`config.mk`:
```
export PLATFORM = sky130hd
export DESIGN_NAME = ir_learn_blob_parser_top
export DESIGN_NICKNAME = d
export VERILOG_FILES = /design/src/hw/rtl/irlbp_pkg.sv /design/src/hw/rtl/ir_learn_blob_parser_top.sv
export SDC_FILE = /design/constraint.sdc
export NUM_CORES = 1
export LEC_CHECK = 0
export BUFFER_PORTS_ARGS = -buffer_cell sky130_fd_sc_hd__buf_2
export CORE_MARGIN = 8
export CORE_UTILIZATION = 45
export CTS_CLUSTER_SIZE = 12
export DETAILED_ROUTE_END_ITERATION = 10
export PLACE_DENSITY = 0.68
export SYNTH_ARGS = -nofsm -noshare
export SYNTH_HDL_FRONTEND = slang
export SYNTH_SLANG_ARGS = --single-unit
```
`constraint.sdc`:
```
create_clock -name clk -period 36.6 [get_ports clk]
set_input_delay 1.83 -clock clk [delete_from_list [all_inputs] [get_ports clk]]
set_output_delay 1.83 -clock clk [all_outputs]
set_load 0.1 [all_outputs]
```
`src/hw/rtl/irlbp_pkg.sv`:
```
// Package for the learned IR blob parser: result type, header byte positions,
// key codes, carrier band bounds and the lookup functions. No dependencies.
package irlbp_pkg;

  localparam int unsigned MAX_TIMINGS = 256;

  localparam logic [9:0] POS_KEY      = 10'd0;
  localparam logic [9:0] POS_TYPE     = 10'd1;
  localparam logic [9:0] POS_FREQ_HI  = 10'd3;
  localparam logic [9:0] POS_FREQ_LO  = 10'd4;
  localparam logic [9:0] POS_COUNT_HI = 10'd5;
  localparam logic [9:0] POS_COUNT_LO = 10'd6;
  localparam logic [9:0] FRAME_BASE   = 10'd9;

  localparam logic [7:0] KEY_VOL_UP   = 8'h18;
  localparam logic [7:0] KEY_VOL_DOWN = 8'h19;
  localparam logic [7:0] KEY_MUTE     = 8'hA4;
  localparam logic [7:0] KEY_POWER    = 8'h1A;
  localparam logic [7:0] KEY_INPUT    = 8'hB2;

  localparam logic [2:0] SLOT_VOL_UP   = 3'd0;
  localparam logic [2:0] SLOT_VOL_DOWN = 3'd1;
  localparam logic [2:0] SLOT_MUTE     = 3'd2;
  localparam logic [2:0] SLOT_POWER    = 3'd3;
  localparam logic [2:0] SLOT_INPUT    = 3'd4;
  localparam logic [2:0] SLOT_NONE     = 3'd5;

  localparam logic [7:0] TYPE_REPORT = 8'd3;
  localparam logic [7:0] TYPE_TOGGLE = 8'd4;

  localparam logic [1:0] RPT_NONE   = 2'd0;
  localparam logic [1:0] RPT_REPORT = 2'd1;
  localparam logic [1:0] RPT_TOGGLE = 2'd2;

  localparam logic       KIND_HEADER = 1'b0;
  localparam logic       KIND_TIMING = 1'b1;

  // Reciprocal of ten scaled by 2^27, exact for dividends below 2^26.
  localparam logic [23:0] DIV10_MUL   = 24'hCCCCCD;
  localparam int unsigned DIV10_SHIFT = 27;

  localparam int unsigned TDATA_W = 56;

  typedef struct packed {
    logic        kind;
    logic [2:0]  slot;
    logic [5:0]  carrier_khz;
    logic [1:0]  repeat_mode;
    logic [8:0]  timing_count;
    logic [8:0]  timing_index;
    logic [20:0] timing_value;
    logic        in_repeat_frame;
    logic        bad_length;
    logic        last;
  } result_t;

  function automatic logic [2:0] key_slot(input logic [7:0] k);
    logic [2:0] s;
    case (k)
      KEY_VOL_UP:   s = SLOT_VOL_UP;
      KEY_VOL_DOWN: s = SLOT_VOL_DOWN;
      KEY_MUTE:     s = SLOT_MUTE;
      KEY_POWER:    s = SLOT_POWER;
      KEY_INPUT:    s = SLOT_INPUT;
      default:      s = SLOT_NONE;
    endcase
    return s;
  endfunction

  // Frequency is in units of 100 Hz; exact bounds fall back to 38 kHz.
  function automatic logic [7:0] carrier_band(input logic [15:0] f);
    logic [7:0] b;
    if (f > 16'd250 && f < 16'd300) b = 8'd27;
    else if (f > 16'd300 && f < 16'd320) b = 8'd31;
    else if (f > 16'd320 && f < 16'd340) b = 8'd33;
    else if (f > 16'd340 && f < 16'd370) b = 8'd36;
    else if (f > 16'd370 && f < 16'd390) b = 8'd38;
    else if (f > 16'd390 && f < 16'd410) b = 8'd40;
    else if (f > 16'd410 && f < 16'd550) b = 8'd56;
    else if (f > 16'd550 && f < 16'd570) b = 8'd0;
    else b = 8'd38;
    return b;
  endfunction

endpackage

```
`src/hw/rtl/ir_learn_blob_parser_top.sv`:
```
// A byte accepted is held in the input register and parsed from there; its result is
// registered in the output register, which drives the outputs and the result request.
// Throughput: one byte per cycle; a new byte is taken in every cycle unless
// the result register is full and stalled.
// Reset (rst_n low, synchronous) empties both registers and leaves the parser
// waiting for a byte with blob start set.
// Top level of the learned IR blob parser; uses irlbp_pkg.
module ir_learn_blob_parser_top (
  input  logic       clk,
  input  logic       rst_n,
  input  logic       in_tvalid,
  output logic       in_tready,
  input  logic [7:0] in_tdata,   // [7:0] data_byte
  input  logic       in_tuser,   // [0] blob_start
  output logic       out_tvalid,
  input  logic       out_tready,
  output logic [irlbp_pkg::TDATA_W-1:0] out_tdata,
  // [2:0] slot, [8:3] carrier_khz, [10:9] repeat_mode, [19:11] timing_count,
  // [28:20] timing_index, [49:29] timing_value, [50] in_repeat_frame,
  // [51] bad_length, [55:52] zero
  output logic       out_tuser,  // [0] kind
  output logic       out_tlast   // [0] last
);
  import irlbp_pkg::*;

  logic        s1_valid_r;
  logic [7:0]  s1_byte_r;
  logic        s1_start_r;
  logic        advance;

  logic [9:0]  pos_r, pos_nxt, pos_c;
  logic [23:0] asm_r, asm_nxt, asm_c, asm_new;
  logic [7:0]  key_r, key_nxt;
  logic [7:0]  type_r, type_nxt, type_c;
  logic [7:0]  freq_r, freq_nxt, freq_c;
  logic [8:0]  count_r, count_nxt, count_c;
  logic [8:0]  tcnt_r, tcnt_nxt, tcnt_c;
  logic        fin_r, fin_nxt, fin_c;

  logic [16:0] hdr_len;
  logic        hdr_bad;
  logic [9:0]  r_off, two_len, q_off;
  logic        in_main;
  logic        end_word, end_fill;
  logic [23:0] div_src;
  logic [47:0] div_prod;
  logic        res_valid;
  result_t     res;

  logic        out_valid_r;
  result_t     out_r;

  assign advance   = s1_valid_r && (!out_valid_r || out_tready);
  assign in_tready = !s1_valid_r || advance;

  always_ff @(posedge clk) begin
    if (!rst_n) begin
      s1_valid_r <= 1'b0;
    end else if (in_tready) begin
      s1_valid_r <= in_tvalid;
    end
  end

  always_ff @(posedge clk) begin
    if (in_tready && in_tvalid) begin
      s1_byte_r  <= in_tdata;
      s1_start_r <= in_tuser;
    end
  end

  assign pos_c   = s1_start_r ? '0 : pos_r;
  assign asm_c   = s1_start_r ? '0 : asm_r;
  assign type_c  = s1_start_r ? '0 : type_r;
  assign freq_c  = s1_start_r ? '0 : freq_r;
  assign count_c = s1_start_r ? '0 : count_r;
  assign tcnt_c  = s1_start_r ? '0 : tcnt_r;
  assign fin_c   = s1_start_r ? 1'b0 : fin_r;

  assign asm_new  = {asm_c[15:0], s1_byte_r};
  assign hdr_len  = {asm_c[7:0], s1_byte_r, 1'b0};
  assign hdr_bad  = (hdr_len < 17'd4) || (hdr_len > 17'(MAX_TIMINGS));
  assign r_off    = pos_c - FRAME_BASE;
  assign two_len  = {count_c, 1'b0};
  assign q_off    = r_off - two_len;
  assign in_main  = r_off < two_len;
  assign div_src  = end_fill ? {asm_new[15:0], 8'h00} : asm_new;
  assign div_prod = {24'd0, div_src} * {24'd0, DIV10_MUL};

  always_comb begin
    end_word = 1'b0;
    end_fill = 1'b0;
    if (in_main) begin
      if (r_off == 10'd2 || r_off == 10'd4) begin
        end_word = 1'b1;
      end else if (r_off == two_len - 10'd3 || r_off == two_len - 10'd1) begin
        end_fill = 1'b1;
      end else if (r_off >= 10'd5 && r_off < two_len - 10'd3 && !r_off[0]) begin
        end_word = 1'b1;
      end
    end else begin
      if (q_off == 10'd2 || q_off == 10'd4) begin
        end_word = 1'b1;
      end else if (q_off == 10'd5 || q_off == 10'd7) begin
        end_fill = 1'b1;
      end
    end
  end

  always_comb begin
    pos_nxt   = pos_c;
    asm_nxt   = asm_c;
    key_nxt   = s1_start_r ? '0 : key_r;
    type_nxt  = type_c;
    freq_nxt  = freq_c;
    count_nxt = count_c;
    tcnt_nxt  = tcnt_c;
    fin_nxt   = fin_c;
    res_valid = 1'b0;
    res       = '0;
    if (!fin_c) begin
      pos_nxt = pos_c + 10'd1;
      if (pos_c == POS_KEY) begin
        key_nxt = s1_byte_r;
      end else if (pos_c == POS_TYPE) begin
        type_nxt = s1_byte_r;
      end else if (pos_c == POS_FREQ_HI) begin
        freq_nxt = s1_byte_r;
      end else if (pos_c == POS_FREQ_LO) begin
        freq_nxt = carrier_band({freq_c, s1_byte_r});
      end else if (pos_c == POS_COUNT_HI) begin
        asm_nxt = {16'd0, s1_byte_r};
      end else if (pos_c == POS_COUNT_LO) begin
        asm_nxt          = '0;
        res_valid        = 1'b1;
        res.kind         = KIND_HEADER;
        res.slot         = key_slot(key_r);
        res.carrier_khz  = freq_c[5:0];
        res.repeat_mode  = (type_c == TYPE_REPORT) ? RPT_REPORT :
                           (type_c == TYPE_TOGGLE) ? RPT_TOGGLE : RPT_NONE;
        res.timing_count = hdr_bad ? 9'd0 : hdr_len[8:0];
        res.bad_length   = hdr_bad;
        res.last         = hdr_bad;
        if (hdr_bad) begin
          fin_nxt = 1'b1;
        end else begin
          count_nxt = hdr_len[8:0];
        end
      end else if (pos_c >= FRAME_BASE) begin
        asm_nxt = asm_new;
        if (end_word || end_fill) begin
          asm_nxt             = '0;
          tcnt_nxt            = tcnt_c + 9'd1;
          res_valid           = 1'b1;
          res.kind            = KIND_TIMING;
          res.timing_count    = count_c;
          res.timing_index    = tcnt_c;
          res.timing_value    = div_prod[DIV10_SHIFT +: 21];
          res.in_repeat_frame = !in_main;
          if ((!in_main && q_off == 10'd7) ||
              (in_main && r_off == two_len - 10'd1 && type_c != TYPE_REPORT)) begin
            res.last = 1'b1;
            fin_nxt  = 1'b1;
          end
        end
      end
    end
  end

  always_ff @(posedge clk) begin
    if (!rst_n) begin
      pos_r   <= '0;
      asm_r   <= '0;
      key_r   <= '0;
      type_r  <= '0;
      freq_r  <= '0;
      count_r <= '0;
      tcnt_r  <= '0;
      fin_r   <= 1'b1;
    end else if (advance) begin
      pos_r   <= pos_nxt;
      asm_r   <= asm_nxt;
      key_r   <= key_nxt;
      type_r  <= type_nxt;
      freq_r  <= freq_nxt;
      count_r <= count_nxt;
      tcnt_r  <= tcnt_nxt;
      fin_r   <= fin_nxt;
    end
  end

  always_ff @(posedge clk) begin
    if (!rst_n) begin
      out_valid_r <= 1'b0;
    end else if (advance) begin
      out_valid_r <= res_valid;
    end else if (out_tready) begin
      out_valid_r <= 1'b0;
    end
  end

  always_ff @(posedge clk) begin
    if (advance && res_valid) begin
      out_r <= res;
    end
  end

  assign out_tvalid = out_valid_r;
  assign out_tuser  = out_r.kind;
  assign out_tlast  = out_r.last;
  assign out_tdata  = {4'd0, out_r.bad_length, out_r.in_repeat_frame, out_r.timing_value,
                       out_r.timing_index, out_r.timing_count, out_r.repeat_mode,
                       out_r.carrier_khz, out_r.slot};

endmodule

```
# Word level (Yosys, flattened, before mapping)
# Cells that the tools add are included.
word_totals:
  out_inout_bits: 60
  word_cells: 206
  register_bits: 142
  in_bits: 13
classes:
  magnitude_cmp: 22
  mul: 1
  n_mux: 94
  eq_ne: 21
  add_sub_neg: 6
  bitwise_logic: 3
  reduce_logical: 36
op_table:
  columns: ["op", "n"]
  rows:
  - ["2-to-1 mux 24 bit", 11]
  - ["2-to-1 mux 9 bit", 21]
  - ["2-to-1 mux 8 bit", 13]
  - ["> comparator 16 x 9 -> 1 bit, second input constant", 6]
  - ["less-than comparator 16 x 9 -> 1 bit, second input constant", 6]
  - ["2-to-1 mux 40 bit", 2]
  - ["== test 10 x 3 -> 1 bit, second input constant", 7]
  - ["multiplier 24 x 24 -> 48 bit, second input constant", 1]
  - ["2-to-1 mux 6 bit", 8]
  - ["2-to-1 mux 1 bit", 35]
  - ["less-than comparator 16 x 10 -> 1 bit, second input constant", 2]
  - ["== test 10 x 2 -> 1 bit, second input constant", 3]
  - ["== test 8 x 5 -> 1 bit, second input constant", 3]
  - ["== test 10 bit", 2]
  - ["less-than comparator 10 bit", 2]
  - ["2-to-1 mux 10 bit", 2]
  - ["> comparator 17 x 9 -> 1 bit, second input constant", 1]
  - ["less-than comparator 17 x 3 -> 1 bit, second input constant", 1]
  - ["== test 8 bit, second input constant", 2]
  - ["> comparator 16 x 10 -> 1 bit, second input constant", 1]
  - ["> comparator 16 x 8 -> 1 bit, second input constant", 1]
  - ["logical AND 1 bit", 16]
  - ["one-hot mux 3 bit (5 select lines)", 1]
  - ["OR reduction 7 bit", 2]
  - ["other kinds (21)", 34]

# Depth between registers and ports, before layout
depth:
  depth_word: 20
  ltp_mapped: 49
  depth_no_buf: 43

# Least setup slack after synthesis
# No wires, ideal clock.
synth_timing:
  path_type: "reg2reg"
  start: "reg s1_start_r"
  end: "reg out_r (netlist bit out_tdata[48]) (data pin)"
  period_less_slack_ns: 11.581
  required_time_ns: 36.332
  n_path_buf: 7
  arrival_time_ns: 11.313
  setup_slack_ns: 25.019
  path_stages_with_launch: 44
  setup_ns: 0.268
  cell_sequence: "edfxtp_1 buf_2 inv_1 clkbuf_1 clkbuf_1 clkbuf_1 nand2_1 ha_1 buf_2 xnor2_1 inv_1 fa_1 a211oi_1 nor2_1 and3_1 nor4_1 nand3_1 o32ai_1 [8 not listed] inv_1 fa_1 fa_1 fa_1 inv_1 fa_1 inv_1 ha_1 nand2_1 nor2_1 nand3_1 nor4_1 or3b_2 o32ai_1 o21ai_0 a21boi_0 o21a_1 nor3_1"
synth_via:
  elab_chain_len: 12
  elab_cells_between_ends: 49
  classes_between: "add/sub: 4; mul: 1; order compare: 4; eq/ne: 13; mux: 15; bitwise: 2; reduce/logical: 10"
synth_lines:
  columns: ["element", "line_no", "rtl"]
  rows:
  - ["start: declaration", "ir_learn_blob_parser_top.sv:28", "logic s1_start_r;"]
  - ["start signal: assignment", "ir_learn_blob_parser_top.sv:67", "s1_start_r <= in_tuser;"]
  - ["branches (longest 12 deep; another with multiplier 24 x 24 -> 48 bit)", null, null]
  - ["end signal: assignment", "ir_learn_blob_parser_top.sv:203", "out_r <= res;"]
  - ["end: declaration", "ir_learn_blob_parser_top.sv:51", "result_t out_r;"]
# Several ways; the timed one is not identified.
# A chain may end at the register's enable or synchronous reset.

# Final worst setup path
# Same ends and word-level chain as after synthesis.

==> flow_metrics.py <==
metrics = {
    "clock_network": {
        "cts-buffers-inserted": 17,
        "holdBufCountCts": 0,
        "cts_sinks": 134,
        "cts_buffer_depth": 2,
        "postCtsResizedCells": 0,
        "path_clk_slew_ps": 60,
        "root_buffer": "clkbuf_16",
        "clk-insertion-delay-late_ps": 430,
        "cts_tree": "done",
        "postCtsSetupRepairBufs": 0,
        "h-tree-depth": 4,
    },
    "global_route": {
        "grt_pass1_vias": 15810,
        "antenna_found_initial": 0,
        "grt_pass1_wl_um": 90200,
        "grt_use_total_pct": 23.19,
        "grt_max_degree": 52,
        "grt_overflow_total": 0,
    },
    "route": {
        "detail_route.iter0.violations": 1070,
        "drc": 0,
        "first_pass_iters": 7,
        "wl_um": 56700,
        "viasPerCell": 5.669,
        "ant_nets": 0,
        "vias": 15390,
        "wl_per_cell_um": 20.89,
    },
    "placement": {
        "port_buffers": 68,
        "place_hpwl_um": 46400,
        "gp_congestion": 0.9891,
    },
    "synth": {
        "yosys.area.top_type": "fa_1",
        "syn_inst": 2133,
        "avgSynthCellArea_um2": 8.864,
        "async_flop_share_pct": 0,
        "synth_cell_types": 88,
        "synth.area.top_cells": "fa_1 (22%), ha_1 (18%), edfxtp_1 (10%)",
        "synth-edff-count": 63,
        "seq_area_frac_synth_pct": 17.52,
        "syn-cell-area_um2": 18910,
        "yosys_warnings": 0,
        "synth_top_area_share_pct": 22.02,
        "yosys.cell_count.top_type": "inv_1",
        "synth-seq-cells": 134,
        "synthFlopType": "dfxtp_1",
        "synthTopCellsByCount": "inv_1 (409), ha_1 (271), fa_1 (208)",
    },
    "sta": {
        "final.setup.tns_ps": 0,
        "max_freq_mhz": 73.70,
        "period_minus_slack_ps": 13570,
        "fin_crit_sh_pct": 37.07,
        "slew_headroom_pct": 15.67,
        "clock_skew_ps": 10.17,
        "worst_pin_slew_ps": 1247,
        "setup_viol": 0,
        "hold_violations": 0,
        "rsz0062_at_grt": "false",
        "finalHoldWorstSlack_ps": 479.5,
        "final-max-slew-violation-count": 0,
    },
    "setup_path": {
        "cp-start-kind": "flop",
        "crit_family": "adder cells",
        "critPathKind": "flop to flop",
        "startpoint": "s1_start_r",
        "regToRegStartpoint": "s1_start_r",
        "required_ps": 36770,
        "endpoint_kind": "flop",
        "rrSetupSlack_ps": 23030,
        "cp_max_fo": 36,
        "cp.arrival_ps": 13740,
        "cp_common_cell": "fa_1",
        "cp_num_buf_inv": 10,
        "cpPeakStageDelay_ps": 690,
        "crit_path_top_delay_cell": "nor2_1",
    },
    "floorplan": {
        "rows": 75,
        "dieHeight_um": 221.0,
        "coreArea_um2": 41670,
        "initial_core_util_pct": 45.38,
        "die_x_um": 221.0,
        "die_area_um2": 48830,
        "ioPinCount": 73,
    },
    "pwr": {
        "max-vdd-ir-drop_uv": 36.10,
        "power_density_nw_per_um2": 38.07,
        "leakagePower_uw": 0.009605,
    },
    "run_status": {
        "status": "completed",
    },
    "layout": {
        "layout.nets": 2654,
        "n_antenna_cell": 0,
        "drive_gt1_share_pct": 6.483,
        "syn_to_final_growth_pct": 7.504,
    },
    "worst_hold_path": {
        "hp-class": "flop to flop",
        "worstHoldStart": "freq_r[3]",
    },
    "flow_run": {
        "maxCapViolCount": 0,
    },
}
path summary, 6_finish.rpt:
| path | endpoint | cells past startpoint |
|---|---|---|
| setup / recovery | out_tdata[48] | 44 |
| setup reg to reg | out_tdata[48] | 44 |
| hold / removal | freq_r[3] | 2 |
| hold reg to reg | freq_r[3] | 2 |
stage by stage:
step	util [%]	power, uW	setup slack [ps]	instance area, um^2	instances
2_1_floorplan	-	478.8	25020	18920	2136
3_3_place_gp	47.37	594.8	23220	19740	2681
3_5_place_dp	47.39	597.0	23280	19750	2682
4_1_cts	48.78	775.7	23250	20330	2714
5_1_grt	48.78	842.3	22270	20330	2714
6_report	48.78	773.8	23030	20330	2714
cell type report:
cell class	count	area, um^2
Clock buffer	23	489.2
Clock inverter	9	90.09
Fill cell	4050	21340
Inverter	411	1544
Multi-Input combinational cell	1510	13720
Sequential cell	134	3313
Tap cell	539	674.4
Timing Repair Buffer	88	490.5
cells by family (layout without fill, tap and decap cells):
kind of cell,count (synthesis),after routing,synth area share (%)
flops,134,134,17.52
compound gates,392,392,13.69
other cells,1,4,0.01983
simple gates,537,537,14.07
buf+inv,492,531,9.960
xor+xnor,76,76,3.593
fa+ha+maj,479,479,39.96
mux,22,22,1.185
tightest hold or removal path, cell delays in order (launching register included):
cell and delay [ps]:
dfxtp_1 330, nand2_1 60, a21oi_1 50
power by group:
group          total [uW]  switching [uW]  leakage (uW)  internal [uW]
logic                 441             279       0.00828            162
clock network         173            71.4      0.000284            102
registers             159            2.22       0.00104            157
metal layers:
layer | vias up | track usage, % | wire (um) | share of wire [%]
met5 | - | 0 | 0 | 0
met1 | 7590 | 32.27 | 25560 | 45
met3 | 75 | 3.148 | 3460 | 6.1
li1 | 7179 | - | - | -
met2 | 543 | 37.62 | 26470 | 47
met4 | 0 | 5.984 | 1207 | 2.1
state kept, by name, summed over array words and instances, names as in the netlist, 8 cells and up:
register   cells
count_r        9
type_r         8
asm_r         16
freq_r         8
tcnt_r         9
s1_byte_r      8
pos_r         10
out_tdata     52
key_r          8
cells in the final DEF, fill, tap and decap left out, types with 9 or more instances in the layout:
cell / instances
o21a_1: 15
and3_1: 14
a21o_1: 37
buf_4: 20
buf_2: 68
a31oi_1: 17
and2_1: 31
nor4_1: 15
ha_1: 271
nor3_1: 31
a211oi_1: 9
xor2_1: 21
nand2_1: 137
o21ai_0: 82
fa_1: 208
a21oi_1: 97
xnor2_1: 54
nor2b_1: 24
inv_1: 409
clkbuf_16: 18
o21bai_1: 12
dfxtp_1: 71
o211ai_1: 10
a22oi_1: 24
or3_1: 9
nor2_1: 148
nand2b_1: 14
nand3_1: 52
mux2i_1: 19
nand4_1: 23
edfxtp_1: 63
(Power assumes the default switching activity.)
